===== src/sv/mpra_pkg.sv =====
// Package for the multi-pool bitmap register allocator.
// Holds default sizes, mode codes, the controller state type and shared helpers.
// No dependencies.
package mpra_pkg;

  localparam int POOLS_DEF        = 4;
  localparam int REGS_DEF         = 16;
  localparam int BITMAP_BYTES_DEF = 2;

  localparam logic [7:0] BYTE_FULL = 8'hFF;

  localparam logic [2:0] MODE_ALLOC  = 3'd0;
  localparam logic [2:0] MODE_FREE   = 3'd1;
  localparam logic [2:0] MODE_OPEN   = 3'd2;
  localparam logic [2:0] MODE_CLOSE  = 3'd3;
  localparam logic [2:0] MODE_SWITCH = 3'd4;

  typedef enum logic [1:0] {
    ST_IDLE,
    ST_READ,
    ST_CHECK,
    ST_DONE
  } state_t;

  function automatic int addr_bits(input int depth);
    return (depth > 1) ? $clog2(depth) : 1;
  endfunction

endpackage


===== src/sv/mpra_if.sv =====
// Handshake channels of the allocator: request channel and result channel.
// Depends on nothing; each carries valid, ready and the item fields.
interface mpra_in_if;
  logic       valid;
  logic       ready;
  logic [2:0] mode;
  logic [2:0] pool_index;
  logic [4:0] slot_index;
  logic       save_previous;

  modport source (output valid, mode, pool_index, slot_index, save_previous, input ready);
  modport sink   (input valid, mode, pool_index, slot_index, save_previous, output ready);
endinterface

interface mpra_out_if;
  logic       valid;
  logic       ready;
  logic       ok;
  logic [3:0] slot_out;
  logic [1:0] pool_out;
  logic [1:0] previous_pool;
  logic       previous_valid;

  modport source (output valid, ok, slot_out, pool_out, previous_pool, previous_valid,
                  input ready);
  modport sink   (input valid, ok, slot_out, pool_out, previous_pool, previous_valid,
                  output ready);
endinterface


===== src/sv/mpra_ram.sv =====
// Generic single-write, single-read synchronous RAM with registered read data.
// Uses mpra_pkg for the address width helper.
module mpra_ram #(
  parameter int WIDTH = 16,
  parameter int DEPTH = 4
) (
  input  logic                                 clk,
  input  logic                                 we,
  input  logic [mpra_pkg::addr_bits(DEPTH)-1:0] waddr,
  input  logic [WIDTH-1:0]                     wdata,
  input  logic                                 re,
  input  logic [mpra_pkg::addr_bits(DEPTH)-1:0] raddr,
  output logic [WIDTH-1:0]                     rdata
);
  import mpra_pkg::*;

  logic [WIDTH-1:0] mem [DEPTH];

  always_ff @(posedge clk) begin
    if (we) begin
      mem[waddr] <= wdata;
    end
    if (re) begin
      rdata <= mem[raddr];
    end
  end

endmodule


===== src/sv/multi_pool_bitmap_register_allocator.sv =====
// Multi-pool bitmap register allocator, top level.
// Depends on mpra_pkg, mpra_in_if / mpra_out_if and mpra_ram.
//
// Usage: requests enter on in_ch (valid/ready), one result leaves on out_ch
// for every request. Modes: allocate, free, open pool, close pool, switch.
// Slot bitmaps live in a RAM with one word per pool; enable bits and a
// written flag per pool sit in flip-flops, and an unwritten word reads as zero.
// One request is in work at a time. Steps from the accepting edge until
// out_ch.valid rises, with the output register free:
//   open, close, switch, unused modes: straight to the result state
//   free: read, modify, write back
//   allocate: the scan skips each disabled pool and reads, then checks, each
//   enabled pool it visits, until it finds a word with a clear bit or runs past
//   the last pool. After a result loads, the controller returns to idle.
// in_ch.ready is high while the controller waits for a request; the next
// request is taken while a result still sits in the output register.
// If out_ch stalls, the finished result waits in the controller and no new
// request is taken until the output register frees.
// Reset clears all enable bits and written flags, so every bitmap reads zero.
module multi_pool_bitmap_register_allocator #(
  parameter int POOLS        = mpra_pkg::POOLS_DEF,
  parameter int REGS         = mpra_pkg::REGS_DEF,
  parameter int BITMAP_BYTES = mpra_pkg::BITMAP_BYTES_DEF
) (
  input  logic       clk,
  input  logic       rst_n,
  mpra_in_if.sink    in_ch,
  mpra_out_if.source out_ch
);
  import mpra_pkg::*;

  localparam int MAP_BITS = BITMAP_BYTES * 8;
  localparam int AW       = addr_bits(POOLS);
  localparam int SW       = $clog2(POOLS + 1);
  localparam int IW       = $clog2(MAP_BITS);

  state_t state_r, state_nxt;

  logic [2:0]    mode_r, mode_nxt;
  logic [4:0]    sidx_r, sidx_nxt;
  logic [SW-1:0] scan_r, scan_nxt;

  logic [POOLS-1:0] en_r, en_nxt;
  logic [POOLS-1:0] wr_r, wr_nxt;

  logic       res_ok_r, res_ok_nxt;
  logic [3:0] res_slot_r, res_slot_nxt;
  logic [1:0] res_pool_r, res_pool_nxt;
  logic [1:0] res_prev_r, res_prev_nxt;
  logic       res_prev_v_r, res_prev_v_nxt;

  logic       out_valid_r, out_valid_nxt;
  logic       out_ok_r, out_ok_nxt;
  logic [3:0] out_slot_r, out_slot_nxt;
  logic [1:0] out_pool_r, out_pool_nxt;
  logic [1:0] out_prev_r, out_prev_nxt;
  logic       out_prev_v_r, out_prev_v_nxt;

  logic                ram_we, ram_re;
  logic [AW-1:0]       ram_waddr;
  logic [MAP_BITS-1:0] ram_wdata, ram_rdata;

  logic                acc, pidx_ok, free_ok, en_sel, open_found;
  logic [AW-1:0]       open_idx;
  logic                scan_done, scan_en, map_full, id_ok, out_load;
  logic [MAP_BITS-1:0] cur_map;
  logic [IW-1:0]       free_id;

  mpra_ram #(.WIDTH(MAP_BITS), .DEPTH(POOLS)) u_map_ram (
    .clk   (clk),
    .we    (ram_we),
    .waddr (ram_waddr),
    .wdata (ram_wdata),
    .re    (ram_re),
    .raddr (scan_r[AW-1:0]),
    .rdata (ram_rdata)
  );

  assign in_ch.ready = (state_r == ST_IDLE);
  assign acc         = in_ch.valid && in_ch.ready;
  assign pidx_ok     = ({1'b0, in_ch.pool_index} < 4'(POOLS));
  assign free_ok     = pidx_ok && (6'(in_ch.slot_index) < 6'(REGS))
                       && (6'(in_ch.slot_index) < 6'(MAP_BITS));
  assign en_sel      = en_r[in_ch.pool_index[AW-1:0]];
  assign scan_done   = (scan_r == SW'(POOLS));
  assign scan_en     = en_r[scan_r[AW-1:0]];
  assign cur_map     = wr_r[scan_r[AW-1:0]] ? ram_rdata : '0;
  assign id_ok       = (6'(free_id) < 6'(REGS));
  assign out_load    = (state_r == ST_DONE) && (!out_valid_r || out_ch.ready);

  always_comb begin
    open_found = 1'b0;
    open_idx   = '0;
    for (int i = POOLS - 1; i >= 0; i--) begin
      if (!en_r[i]) begin
        open_found = 1'b1;
        open_idx   = AW'(i);
      end
    end
  end

  always_comb begin
    map_full = 1'b1;
    for (int b = 0; b < BITMAP_BYTES; b++) begin
      if (cur_map[8*b +: 8] != BYTE_FULL) begin
        map_full = 1'b0;
      end
    end
    free_id = '0;
    for (int i = MAP_BITS - 1; i >= 0; i--) begin
      if (!cur_map[i]) begin
        free_id = IW'(i);
      end
    end
  end

  always_comb begin
    state_nxt = state_r;
    case (state_r)
      ST_IDLE: begin
        if (acc) begin
          if (in_ch.mode == MODE_ALLOC || (in_ch.mode == MODE_FREE && free_ok)) begin
            state_nxt = ST_READ;
          end else begin
            state_nxt = ST_DONE;
          end
        end
      end
      ST_READ: begin
        if (mode_r == MODE_FREE) begin
          state_nxt = ST_CHECK;
        end else if (scan_done) begin
          state_nxt = ST_DONE;
        end else if (scan_en) begin
          state_nxt = ST_CHECK;
        end
      end
      ST_CHECK: begin
        if (mode_r == MODE_ALLOC && map_full) begin
          state_nxt = ST_READ;
        end else begin
          state_nxt = ST_DONE;
        end
      end
      ST_DONE: begin
        if (out_load) begin
          state_nxt = ST_IDLE;
        end
      end
      default: state_nxt = ST_IDLE;
    endcase
  end

  always_comb begin
    mode_nxt       = mode_r;
    sidx_nxt       = sidx_r;
    scan_nxt       = scan_r;
    en_nxt         = en_r;
    wr_nxt         = wr_r;
    res_ok_nxt     = res_ok_r;
    res_slot_nxt   = res_slot_r;
    res_pool_nxt   = res_pool_r;
    res_prev_nxt   = res_prev_r;
    res_prev_v_nxt = res_prev_v_r;
    ram_we         = 1'b0;
    ram_waddr      = scan_r[AW-1:0];
    ram_wdata      = '0;
    ram_re         = 1'b0;

    case (state_r)
      ST_IDLE: begin
        if (acc) begin
          mode_nxt       = in_ch.mode;
          sidx_nxt       = in_ch.slot_index;
          scan_nxt       = (in_ch.mode == MODE_FREE) ? SW'(in_ch.pool_index) : '0;
          res_ok_nxt     = 1'b0;
          res_slot_nxt   = '0;
          res_pool_nxt   = '0;
          res_prev_nxt   = '0;
          res_prev_v_nxt = 1'b0;
          case (in_ch.mode)
            MODE_OPEN: begin
              if (open_found) begin
                en_nxt[open_idx] = 1'b1;
                wr_nxt[open_idx] = 1'b1;
                ram_we           = 1'b1;
                ram_waddr        = open_idx;
                res_ok_nxt       = 1'b1;
                res_pool_nxt     = 2'(open_idx);
              end
            end
            MODE_CLOSE: begin
              if (pidx_ok && en_sel) begin
                en_nxt[in_ch.pool_index[AW-1:0]] = 1'b0;
                res_ok_nxt                       = 1'b1;
              end
            end
            MODE_SWITCH: begin
              if (pidx_ok && en_sel) begin
                if (in_ch.save_previous && open_found) begin
                  en_nxt[open_idx] = 1'b1;
                  wr_nxt[open_idx] = 1'b1;
                  ram_we           = 1'b1;
                  ram_waddr        = open_idx;
                  res_prev_nxt     = 2'(open_idx);
                  res_prev_v_nxt   = 1'b1;
                end
                en_nxt[in_ch.pool_index[AW-1:0]] = 1'b0;
                res_ok_nxt                       = 1'b1;
              end
            end
            default: ;
          endcase
        end
      end
      ST_READ: begin
        if (mode_r == MODE_FREE) begin
          ram_re = 1'b1;
        end else if (!scan_done) begin
          if (scan_en) begin
            ram_re = 1'b1;
          end else begin
            scan_nxt = scan_r + SW'(1);
          end
        end
      end
      ST_CHECK: begin
        if (mode_r == MODE_FREE) begin
          ram_we     = 1'b1;
          ram_wdata  = cur_map & ~(MAP_BITS'(1) << sidx_r[IW-1:0]);
          wr_nxt[scan_r[AW-1:0]] = 1'b1;
          res_ok_nxt = 1'b1;
        end else if (map_full) begin
          scan_nxt = scan_r + SW'(1);
        end else if (id_ok) begin
          ram_we       = 1'b1;
          ram_wdata    = cur_map | (MAP_BITS'(1) << free_id);
          wr_nxt[scan_r[AW-1:0]] = 1'b1;
          res_ok_nxt   = 1'b1;
          res_slot_nxt = 4'(free_id);
          res_pool_nxt = 2'(scan_r);
        end
      end
      default: ;
    endcase
  end

  always_comb begin
    out_valid_nxt  = out_valid_r && !out_ch.ready;
    out_ok_nxt     = out_ok_r;
    out_slot_nxt   = out_slot_r;
    out_pool_nxt   = out_pool_r;
    out_prev_nxt   = out_prev_r;
    out_prev_v_nxt = out_prev_v_r;
    if (out_load) begin
      out_valid_nxt  = 1'b1;
      out_ok_nxt     = res_ok_r;
      out_slot_nxt   = res_slot_r;
      out_pool_nxt   = res_pool_r;
      out_prev_nxt   = res_prev_r;
      out_prev_v_nxt = res_prev_v_r;
    end
  end

  always_ff @(posedge clk) begin
    if (!rst_n) begin
      state_r     <= ST_IDLE;
      en_r        <= '0;
      wr_r        <= '0;
      out_valid_r <= 1'b0;
    end else begin
      state_r     <= state_nxt;
      en_r        <= en_nxt;
      wr_r        <= wr_nxt;
      out_valid_r <= out_valid_nxt;
    end
  end

  always_ff @(posedge clk) begin
    mode_r       <= mode_nxt;
    sidx_r       <= sidx_nxt;
    scan_r       <= scan_nxt;
    res_ok_r     <= res_ok_nxt;
    res_slot_r   <= res_slot_nxt;
    res_pool_r   <= res_pool_nxt;
    res_prev_r   <= res_prev_nxt;
    res_prev_v_r <= res_prev_v_nxt;
    out_ok_r     <= out_ok_nxt;
    out_slot_r   <= out_slot_nxt;
    out_pool_r   <= out_pool_nxt;
    out_prev_r   <= out_prev_nxt;
    out_prev_v_r <= out_prev_v_nxt;
  end

  assign out_ch.valid          = out_valid_r;
  assign out_ch.ok             = out_ok_r;
  assign out_ch.slot_out       = out_slot_r;
  assign out_ch.pool_out       = out_pool_r;
  assign out_ch.previous_pool  = out_prev_r;
  assign out_ch.previous_valid = out_prev_v_r;

endmodule

===== src/flat_wrapper.sv =====
// flat-port wrapper written by rule: the top's interface ports become plain ports
module multi_pool_bitmap_register_allocator_flat import mpra_pkg::*;
#(
  parameter int POOLS        = mpra_pkg::POOLS_DEF,
  parameter int REGS         = mpra_pkg::REGS_DEF,
  parameter int BITMAP_BYTES = mpra_pkg::BITMAP_BYTES_DEF
)
  (clk, rst_n, in_ch_valid, in_ch_mode, in_ch_pool_index, in_ch_slot_index, in_ch_save_previous, in_ch_ready, out_ch_valid, out_ch_ok, out_ch_slot_out, out_ch_pool_out, out_ch_previous_pool, out_ch_previous_valid, out_ch_ready);
  mpra_in_if in_ch_i ();
  mpra_out_if out_ch_i ();
  input  logic clk;
  input  logic rst_n;
  input wire logic [$bits(in_ch_i.valid)-1:0] in_ch_valid;
  input wire logic [$bits(in_ch_i.mode)-1:0] in_ch_mode;
  input wire logic [$bits(in_ch_i.pool_index)-1:0] in_ch_pool_index;
  input wire logic [$bits(in_ch_i.slot_index)-1:0] in_ch_slot_index;
  input wire logic [$bits(in_ch_i.save_previous)-1:0] in_ch_save_previous;
  output wire logic [$bits(in_ch_i.ready)-1:0] in_ch_ready;
  output wire logic [$bits(out_ch_i.valid)-1:0] out_ch_valid;
  output wire logic [$bits(out_ch_i.ok)-1:0] out_ch_ok;
  output wire logic [$bits(out_ch_i.slot_out)-1:0] out_ch_slot_out;
  output wire logic [$bits(out_ch_i.pool_out)-1:0] out_ch_pool_out;
  output wire logic [$bits(out_ch_i.previous_pool)-1:0] out_ch_previous_pool;
  output wire logic [$bits(out_ch_i.previous_valid)-1:0] out_ch_previous_valid;
  input wire logic [$bits(out_ch_i.ready)-1:0] out_ch_ready;
  assign in_ch_i.valid = in_ch_valid;
  assign in_ch_i.mode = in_ch_mode;
  assign in_ch_i.pool_index = in_ch_pool_index;
  assign in_ch_i.slot_index = in_ch_slot_index;
  assign in_ch_i.save_previous = in_ch_save_previous;
  assign in_ch_ready = in_ch_i.ready;
  assign out_ch_valid = out_ch_i.valid;
  assign out_ch_ok = out_ch_i.ok;
  assign out_ch_slot_out = out_ch_i.slot_out;
  assign out_ch_pool_out = out_ch_i.pool_out;
  assign out_ch_previous_pool = out_ch_i.previous_pool;
  assign out_ch_previous_valid = out_ch_i.previous_valid;
  assign out_ch_i.ready = out_ch_ready;
  multi_pool_bitmap_register_allocator #(.POOLS(POOLS), .REGS(REGS), .BITMAP_BYTES(BITMAP_BYTES)) u_core (.clk(clk), .rst_n(rst_n), .in_ch(in_ch_i), .out_ch(out_ch_i));
endmodule

===== config.mk =====
export PLATFORM = sky130hd
export DESIGN_NAME = multi_pool_bitmap_register_allocator_flat
export DESIGN_NICKNAME = d
export VERILOG_FILES = /design/src/sv/mpra_pkg.sv /design/src/sv/mpra_if.sv /design/src/sv/mpra_ram.sv /design/src/sv/multi_pool_bitmap_register_allocator.sv /design/src/flat_wrapper.sv
export SDC_FILE = /design/constraint.sdc
export NUM_CORES = 1
export LEC_CHECK = 0
export BUFFER_PORTS_ARGS = -buffer_cell sky130_fd_sc_hd__buf_2
export CAP_MARGIN = 20
export CORE_MARGIN = 2
export CORE_UTILIZATION = 38
export CTS_BUF_LIST = sky130_fd_sc_hd__clkbuf_8
export DETAILED_ROUTE_END_ITERATION = 10
export HOLD_SLACK_MARGIN = 0.1
export SETUP_SLACK_MARGIN = 0.1
export SYNTH_ARGS = -nofsm -noshare
export SYNTH_HDL_FRONTEND = slang
export SYNTH_SLANG_ARGS = --single-unit
export TNS_END_PERCENT = 10

===== constraint.sdc =====
create_clock -name clk -period 5.73 [get_ports clk]
set_clock_uncertainty 0.2 [all_clocks]
set_input_delay 0.2865 -clock clk [delete_from_list [all_inputs] [get_ports clk]]
set_output_delay 0.2865 -clock clk [all_outputs]
set_load 0.01 [all_outputs]

==> metrics.yaml, run 1 <==
fp-row-count: 44
wirelength_um: 12800
critical_path.top_delay_family: "buffers and inverters"
cts_sinks: 121
multi_input_area_mm2: 0.00192
worst_ir_drop_vdd_v: 0.000192
finalMaxSlewViolations: 0
crit_start: "in_ch_mode[0]"
rsz0062_at_grt: "false"
track_usage: 0.172
crit_path_start_kind: "input pin"
drt_iter0_drc: 376
async_flop_share: 0
avgSynthCellArea_um2: 13.2
synth_top_area_frac: 0.592
syn_inst: 422
synth-seq-cells: 121
ys_seq_area_frac: 0.631
final.setup.tns_ps: 0
fillers: 1347
antenna_left: 0
worst_hold_path.num_cells: 5
p_per_area_mw_per_mm2: 406
r2r_cells: 6
root_buffer: "clkbuf_8"
post_drt_wl_per_cell_um: 19.1
min_period_ps: 3140
place_congestion: 0.926
ys_top_cells_by_count: "edfxtp_1 (110), nand2_1 (48), nor2_1 (33), o21ai_0 (25), a21oi_1 (24)"
crit_required_ps: 5910
finalHoldViolCount: 0
ys_top_cells_by_area: "edfxtp_1 (59%), mux4_2 (7.3%), dfxtp_1 (3.9%), nand2_1 (3.2%), o21ai_0 (2.2%)"
io-pin-count: 28
drive_gt1_frac: 0.180
hpwl_um: 8450
rrSetupSlack_ps: 2650
setup_violations: 0
numCtsBuffers: 17
post_cts_buffers: 0
max_freq_mhz: 319
slew_headroom: 0.300
cp_num_buf_inv: 3
die_w_um: 125
netlist-cell-type-count: 63
critPathKind: "in2reg"
holdCritStartpoint: "in_ch_valid"
grt.overflow.total: 0
cpMaxStageDelayCell: "dlygate4sd3_1"
synth.largest_area_cell: "edfxtp_1"
crit_chain: "dlygate4sd3_1, buf_2, nor3b_1, a21oi_1, or3b_1, a21oi_2, nand3_1, a221oi_1, dlygate4sd3_1"
h-tree-depth: 4
clk_pin_slew_ps: 70
vias_per_cell: 5.68
syn_nets: 446
drv_cap: 0
worst-path-max-fanout: 8
start_util: 0.387
yosysMostFrequentCell: "edfxtp_1"
totalPowerFinal_mw: 2.61
clk_latency_ps: 440
grt_max_degree: 25
die_y_um: 125
max_stage_delay_ps: 580
area_growth_syn_to_layout_pct: 15.1
hold_ws_ps: 165
seqCellArea_mm2: 0.00352
antenna_found_initial: 0
worstHoldEndpoint: "u_core.state_r[0]$_SDFFE_PN0P_"
antennaDiodeCount: 0
fin_nets: 502
grt_pass1_wl_um: 20600
worstHoldPathType: "in2reg"
synthesis.area_mm2: 0.00558
synth_flop_cell: "edfxtp_1"
rr_endpoint: "u_core.u_map_ram.mem[3][13]$_DFFE_PP_"
power_leakage_nw: 2.15
grt_pass1_vias: 3812
design.die.area_mm2: 0.0157
worst_setup_path_end_kind: "flop"
drc: 0
drt_first_pass_iters: 5
design.core.area_mm2: 0.0144
yosysWarnings: 0
crit_path_frequent_cell: "dlygate4sd3_1"
max_slew.worst_pin.slew_ps: 1050
arrival_ps: 3310
clockBufferDepth: 2
tritoncts: "done"
status: "complete, no violations"
post-route-period-util: 0.547
dr_total_vias: 3831
io_buffer_count: 27
synth_edf_count: 110
r2r_start: "u_core.scan_r[1]$_DFFE_PP_"
-- what timing repair did --
action | in CTS | in global routing
hold endpoints to repair | 21 | 0
hold buffers | 15 | 0
gates resized for setup | 0 | 0
-- placed cells by master, fill, tap and decap left out, types with 5 or more instances in the layout --
cell           count
nand2_1           48
dlygate4sd3_1     15
nand4_1            5
o211ai_1           7
buf_4              9
ha_1               8
o21ai_0           25
inv_1             20
buf_2             27
o31ai_1            5
nand3_1           12
edfxtp_1         110
nor3b_1            5
a21oi_1           24
dfxtp_1           11
clkbuf_8          17
and4_1             5
nor2_1            32
nor2b_1            8
mux4_2            18
-- worst max path at each step --
stage | endpoint | depth (start not counted) | slack (ps)
finish | u_core.en_r[2]$_SDFFE_PN0P_ | 9 | 2590
global route | u_core.u_map_ram.mem[2][15]$_DFFE_PP_ | 8 | 2450
CTS | u_core.u_map_ram.mem[0][13]$_DFFE_PP_ | 6 | 2690
detailed placement | u_core.u_map_ram.mem[3][13]$_DFFE_PP_ | 6 | 2680
global placement | u_core.u_map_ram.mem[0][10]$_DFFE_PP_ | 8 | 2730
floorplan | u_core.u_map_ram.mem[0][0]$_DFFE_PP_ | 7 | 2660
-- worst reg2reg max path: cells and delay by family, from the launching register on --
family | cells | cell delay, ps
AND/OR/NAND/NOR | 3 | 1060
multiplexers | 1 | 570
AO/OA/AOI/OAI | 1 | 360
buffers and inverters | 1 | 330
flip-flops | 1 | 320
-- per-layer routing --
metal	vias to the layer above	GRT usage	wire, um
li1	1765	-	-
met1	1931	0.240	6010
met2	127	0.264	5990
met3	8	0.0505	750
met4	0	0.0490	92
met5	-	0	0
-- sequential cells by signal, indices dropped and copies added, names as in the netlist --
signal and count:
u_core.en_r 4, u_core.mode_r 3, u_core.out_ch.ok 1, u_core.out_ch.pool_out 2, u_core.out_ch.previous_pool 2, u_core.out_ch.previous_valid 1, u_core.out_ch.slot_out 4, u_core.out_ch.valid 1
u_core.res_ok_r 1, u_core.res_pool_r 2, u_core.res_prev_r 2, u_core.res_prev_v_r 1, u_core.res_slot_r 4, u_core.scan_r 3, u_core.sidx_r 4, u_core.state_r 2
u_core.u_map_ram.mem 64, u_core.u_map_ram.rdata 16, u_core.wr_r 4
-- layout make-up --
| type | count | share of cell area |
|---|---|---|
| clock buffer | 17 | 0.0364 |
| multi-input combinational | 270 | 0.299 |
| tap | 184 | 0.0358 |
| timing repair buffer | 51 | 0.0549 |
| sequential | 121 | 0.549 |
| clock inverter | 14 | 0.0148 |
| inverter | 17 | 0.00994 |
-- stage by stage --
step	utilization	setup WS [ps]	instance area [um2]	instances
2_1_floorplan	-	2660	5580	422
3_3_place_gp	0.412	2730	5940	627
3_5_place_dp	0.412	2680	5940	627
4_1_cts	0.445	2690	6410	673
5_1_grt	0.445	2450	6420	674
6_report	0.445	2590	6420	674
-- power by group --
| group | internal, mW | switching [mW] |
|---|---|---|
| logic | 0.275 | 0.448 |
| clock network | 0.326 | 0.311 |
| registers | 1.18 | 0.0651 |
-- cells by family after synthesis --
kind of cell | count (synthesis) | share of synthesized area
simple gates | 139 | 0.124
buf+inv | 31 | 0.0244
compound gates | 102 | 0.122
flops | 121 | 0.631
fa+ha+maj | 8 | 0.0179
mux | 20 | 0.0791
xor+xnor | 1 | 0.00157
Note: power is estimated with default switching activity, not from simulation.
==> run 2, diff against run 1 <==
--- a/config.mk
+++ b/config.mk
@@ -5,6 +5,7 @@
 export SDC_FILE = /design/constraint.sdc
 export NUM_CORES = 1
 export LEC_CHECK = 0
+export ABC_AREA = 1
 export BUFFER_PORTS_ARGS = -buffer_cell sky130_fd_sc_hd__buf_2
 export CAP_MARGIN = 20
 export CORE_MARGIN = 2
==> constraint.sdc (replaced) <==
create_clock -name clk -period 3.2 [get_ports clk]
set_clock_uncertainty 0.2 [all_clocks]
set_input_delay 0.16 -clock clk [delete_from_list [all_inputs] [get_ports clk]]
set_output_delay 0.16 -clock clk [all_outputs]
set_load 0.01 [all_outputs]
==> metrics.yaml, run 2 <==
root_buffer: "clkbuf_8"
status: "complete, no violations"
yosysMostFrequentCell: "edfxtp_1"
io_buffer_count: 27
grt_pass1_vias: 4230
drt_iter0_drc: 451
worst-path-max-fanout: 12
slew_headroom: 0.435
final_common_cell: "edfxtp_1"
async_flop_share: 0
place_congestion: 1.04
regMostFlops: "u_core.u_map_ram.mem"
drv_cap: 0
critPathKind: "reg2reg"
io-pin-count: 28
tritoncts: "done"
numCtsBuffers: 17
design.die.area_mm2: 0.0163
final_cell_mix: "edfxtp_1 (110), nand2_1 (74), nor2_1 (73), inv_1 (66), o21ai_0 (55)"
post_cts_buffers: 0
largest_reg_flops: 64
cpMaxStageDelayCell: "dlygate4sd3_1"
grt.overflow.total: 0
final_cells: 833
grt_pass1_wl_um: 21900
finalHoldViolCount: 0
synth_flop_cell: "edfxtp_1"
avgSynthCellArea_um2: 10.2
wirelength_um: 14000
antenna_found_initial: 0
worst_setup_path_end_kind: "flop"
worst_ir_drop_vdd_v: 0.000303
busiest_layer: "met2"
worstHoldPathType: "in2reg"
ys_top_cells_by_count: "edfxtp_1 (110), nand2_1 (74), nor2_1 (73), inv_1 (64), o21ai_0 (55)"
clk_latency_ps: 450
fin_nets: 656
track_usage: 0.178
multi_input_area_mm2: 0.00191
dr_total_vias: 4503
max_slew.worst_pin.slew_ps: 848
post_drt_wl_per_cell_um: 16.8
syn_inst: 569
h-tree-depth: 4
seqCellArea_mm2: 0.00352
antennaDiodeCount: 0
clk_pin_slew_ps: 70
cts_sinks: 121
synth_top_area_frac: 0.570
grt_max_degree: 23
synthesis.area_mm2: 0.00580
drt_first_pass_iters: 7
max_stage_delay_ps: 560
netlist-cell-type-count: 39
clockBufferDepth: 2
p_per_area_mw_per_mm2: 829
ys_top_cells_by_area: "edfxtp_1 (57%), nand2_1 (4.8%), o21ai_0 (4.7%), nor2_1 (4.7%), inv_1 (4.1%)"
setup_violations: 0
crit_path_start_kind: "flop"
vias_per_cell: 5.41
use_met1: 0.233
power_leakage_nw: 2.53
synth-seq-cells: 121
design.core.area_mm2: 0.0150
fillers: 1350
synth_edf_count: 110
start_util: 0.386
rsz0062_at_grt: "false"
ys_seq_area_frac: 0.608
die_w_um: 128
placed_cells: 784
max_freq_mhz: 348
synth.largest_area_cell: "edfxtp_1"
crit_chain: "inv_4, nand2_1, nand3_2, nand2_4, inv_4, nand2_1, nor2_1, nand2_2, nor2_4, nand2_4, nand2_4, nand3_1, nand2_1, a31oi_1, dlygate4sd3_1"
final.setup.tns_ps: 0
cts_hold_buf: 17
antenna_left: 0
die_y_um: 128
ctsResizeCount: 0
crit_required_ps: 3330
fp-row-count: 45
area_growth_syn_to_layout_pct: 16.7
totalPowerFinal_mw: 5.61
met3_usage: 0.0553
finalMaxSlewViolations: 0
arrival_ps: 3010
yosysWarnings: 0
hpwl_um: 9750
syn_nets: 593
grt_util_met2: 0.274
drive_gt1_frac: 0.161
drc: 0
top_regs: "u_core.u_map_ram.mem: 64 flops, u_core.u_map_ram.rdata: 16 flops"
min_period_ps: 2870
post-route-period-util: 0.898
run 2: changes by cell type after synthesis, sizes merged, moves of 17 or more:
cell / delta
inv: +52
nor2: +47
nand2: +37
o21ai: +35
nand3: +22
mux4: -19
o22ai: +17
run 2: report_power, final:
group	switching [mW]	internal (mW)
Sequential	0.167	2.23
Combinational	1.30	0.588
Clock	0.631	0.691
Total	2.10	3.51
run 2: path summary, 6_finish.rpt:
path | from | end | slack, ps | cells after the start
hold / removal | in_ch_save_previous | u_core.en_r[1]$_SDFFE_PN0P_ | 170 | 5
setup reg to reg | u_core.scan_r[0]$_DFFE_PP_ | u_core.state_r[1]$_SDFFE_PN0P_ | 330 | 15
setup / recovery | u_core.scan_r[0]$_DFFE_PP_ | u_core.state_r[1]$_SDFFE_PN0P_ | 330 | 15
hold reg to reg | u_core.res_slot_r[1]$_SDFFCE_PN0P_ | u_core.out_ch.slot_out[1]$_DFFE_PP_ | 220 | 0
run 2: metal layers:
layer  wire (um)  vias up
met5           0        -
met4         428        0
met3        1210       40
met2        6240      220
met1        6100     2103
li1            -     2140
run 2: cell families after synthesis:
kind of cell,share of synthesized area
AO/OA/AOI/OAI,0.129
adder cells (fa/ha/maj),0.0173
buffers and inverters,0.0635
flip-flops,0.608
AND/OR/NAND/NOR,0.183
run 2: worst max-delay path, delay by kind of cell (launching register included):
kind / cells / cell delay (ps)
AOI/OAI and AO/OA: 1 / 70
buffers and inverters: 3 / 830
DFF: 1 / 500
and+or+nand+nor: 11 / 1160
run 2: area by class of cell:
cell class | count | share of cell area
multi-input cells | 360 | 0.282
clock buffers | 17 | 0.0346
inverters | 69 | 0.0394
well taps | 188 | 0.0348
repair buffers | 63 | 0.0662
flip-flops and latches | 121 | 0.521
clock inverters | 15 | 0.0222
run 2: stage by stage:
stage          instance area (um2)  worst slack, ps  utilization  hold slack, ps
2_1_floorplan                 5800              207            -            58.9
3_3_place_gp                  6210              454        0.413             140
3_5_place_dp                  6210              383        0.413             142
4_1_cts                       6760              360        0.450             156
5_1_grt                       6760              136        0.450             217
6_report                      6760              326        0.450             171
==> run 3, diff against run 2 <==
--- a/config.mk
+++ b/config.mk
@@ -5,9 +5,9 @@
 export SDC_FILE = /design/constraint.sdc
 export NUM_CORES = 1
 export LEC_CHECK = 0
-export ABC_AREA = 1
 export BUFFER_PORTS_ARGS = -buffer_cell sky130_fd_sc_hd__buf_2
 export CAP_MARGIN = 20
+export CORE_ASPECT_RATIO = 2
 export CORE_MARGIN = 2
 export CORE_UTILIZATION = 38
 export CTS_BUF_LIST = sky130_fd_sc_hd__clkbuf_8
==> metrics.yaml, run 3 (synthesis gave the netlist of run 1 again) <==
dr_total_vias: 3930
worstHoldPathType: "reg2reg"
fin_util: 0.461
drt_iter0_drc: 259
root_buffer: "clkbuf_8"
worst_ir_drop_vdd_v: 0.000244
vias_per_cell: 5.67
rrSetupSlack_ps: 160
final_cells: 693
final.setup.tns_ps: 0
power_frac_comb: 0.269
numCtsBuffers: 17
antennaDiodeCount: 0
r2r_cells: 10
grt_pass1_vias: 4201
design.core.area_mm2: 0.0144
h-tree-depth: 4
drt_first_pass_iters: 5
finalInstanceArea_mm2: 0.00661
setup_violations: 0
io_buffer_count: 27
top_regs: "u_core.u_map_ram.mem: 64 flops, u_core.u_map_ram.rdata: 16 flops"
clockBufferDepth: 2
clk_latency_ps: 450
worst_hold_path.num_cells: 0
largest_reg_flops: 64
worst_setup_path_end_kind: "flop"
drive_gt1_frac: 0.210
crit_path_start_kind: "flop"
min_period_ps: 3040
grt.overflow.total: 0
arrival_ps: 3190
io-pin-count: 28
critPathKind: "reg2reg"
drv_cap: 0
crit_required_ps: 3350
p_seq_frac: 0.446
pwr-share-clk: 0.285
status: "complete, no violations"
final_common_cell: "edfxtp_1"
place_congestion: 0.972
max_freq_mhz: 329
track_usage: 0.201
hpwl_um: 10700
post_drt_wl_per_cell_um: 21.5
design.die.area_mm2: 0.0157
finalMaxSlewViolations: 0
slew_headroom: 0.398
max_slew.worst_pin.slew_ps: 901
p_sw_frac: 0.332
final_cell_mix: "edfxtp_1 (110), nand2_1 (48), nor2_1 (33), buf_2 (27), o21ai_0 (25)"
tritoncts: "done"
post_dp_cell_area_mm2: 0.00600
finalHoldViolCount: 0
p_per_area_mw_per_mm2: 761
antenna_left: 0
grt_max_degree: 25
post_cts_buffers: 0
post-route-period-util: 0.950
clk_pin_slew_ps: 100
fp-row-count: 62
fin_nets: 512
worst-path-max-fanout: 22
cts_sinks: 121
die_y_um: 175
placed_cells: 643
rsz0062_at_grt: "true"
drc: 0
p_int_mw: 3.36
power.switching_mw: 1.67
start_util: 0.389
grt_pass1_wl_um: 22800
wirelength_um: 14900
antenna_found_initial: 0
area_growth_syn_to_layout_pct: 18.5
power_leakage_nw: 2.23
regMostFlops: "u_core.u_map_ram.mem"
die_w_um: 89.7
-- run 3: area by class of cell --
class	instances	area, um2
tap	192	240
timing repair buffer	61	439
multi-input combinational	270	1930
inverter	17	63.8
clock inverter	15	176
fill	1266	7740
sequential	121	3530
clock buffer	17	234
-- run 3: metrics by stage --
step | hold slack, ps | setup slack, ps | total power, mW
after global routing | 211 | 51.3 | 5.29
after floorplan | 58.9 | 131 | 3.15
after CTS | 216 | 124 | 5.06
final | 215 | 160 | 5.03
after detailed placement | 139 | 214 | 3.59
after global placement | 136 | 346 | 3.56
-- run 3: critical path, cell delays in order, from the launching register on --
cell and delay, ps:
edfxtp_1 420, buf_4 260, inv_1 120, ha_1 240, nand2_1 90, nor3b_1 170, a222oi_1 500, o2111ai_1 220
nand2_1 120, a21oi_1 40, dlygate4sd3_1 550
-- run 3: power by group through the flow --
| stage | Combinational [mW] | Sequential, mW | Clock (mW) |
|---|---|---|---|
| 2_1_floorplan | 0.916 | 2.23 | 0 |
| 3_3_place_gp | 1.30 | 2.26 | 0 |
| 3_5_place_dp | 1.32 | 2.27 | 0 |
| 4_1_cts | 1.35 | 2.24 | 1.47 |
| 5_1_grt | 1.47 | 2.27 | 1.54 |
| 6_report | 1.35 | 2.24 | 1.43 |
-- run 3: per-layer routing --
| metal | routed length [um] | track usage | part of all wire | up-vias |
|---|---|---|---|---|
| met2 | 8610 | 0.370 | 0.58 | 156 |
| met4 | 873 | 0.139 | 0.059 | 0 |
| met3 | 545 | 0.0409 | 0.037 | 61 |
| met5 | 0 | 0 | 0 | - |
| met1 | 4840 | 0.184 | 0.33 | 1920 |
| li1 | - | - | - | 1793 |
-- run 3: path summary, 6_finish.rpt --
check                                           from                                        to
hold / removal    u_core.res_prev_r[1]$_SDFFCE_PN0P_  u_core.out_ch.previous_pool[1]$_DFFE_PP_
hold reg to reg   u_core.res_prev_r[1]$_SDFFCE_PN0P_  u_core.out_ch.previous_pool[1]$_DFFE_PP_
setup reg to reg          u_core.scan_r[1]$_DFFE_PP_            u_core.state_r[0]$_SDFFE_PN0P_
setup / recovery          u_core.scan_r[1]$_DFFE_PP_            u_core.state_r[0]$_SDFFE_PN0P_
-- run 3: repair_timing --
action,4_1_cts,5_1_grt
gates resized for setup,0,6
endpoints found under the setup margin,0,66
hold buffers,18,0
hold endpoints to repair,26,0
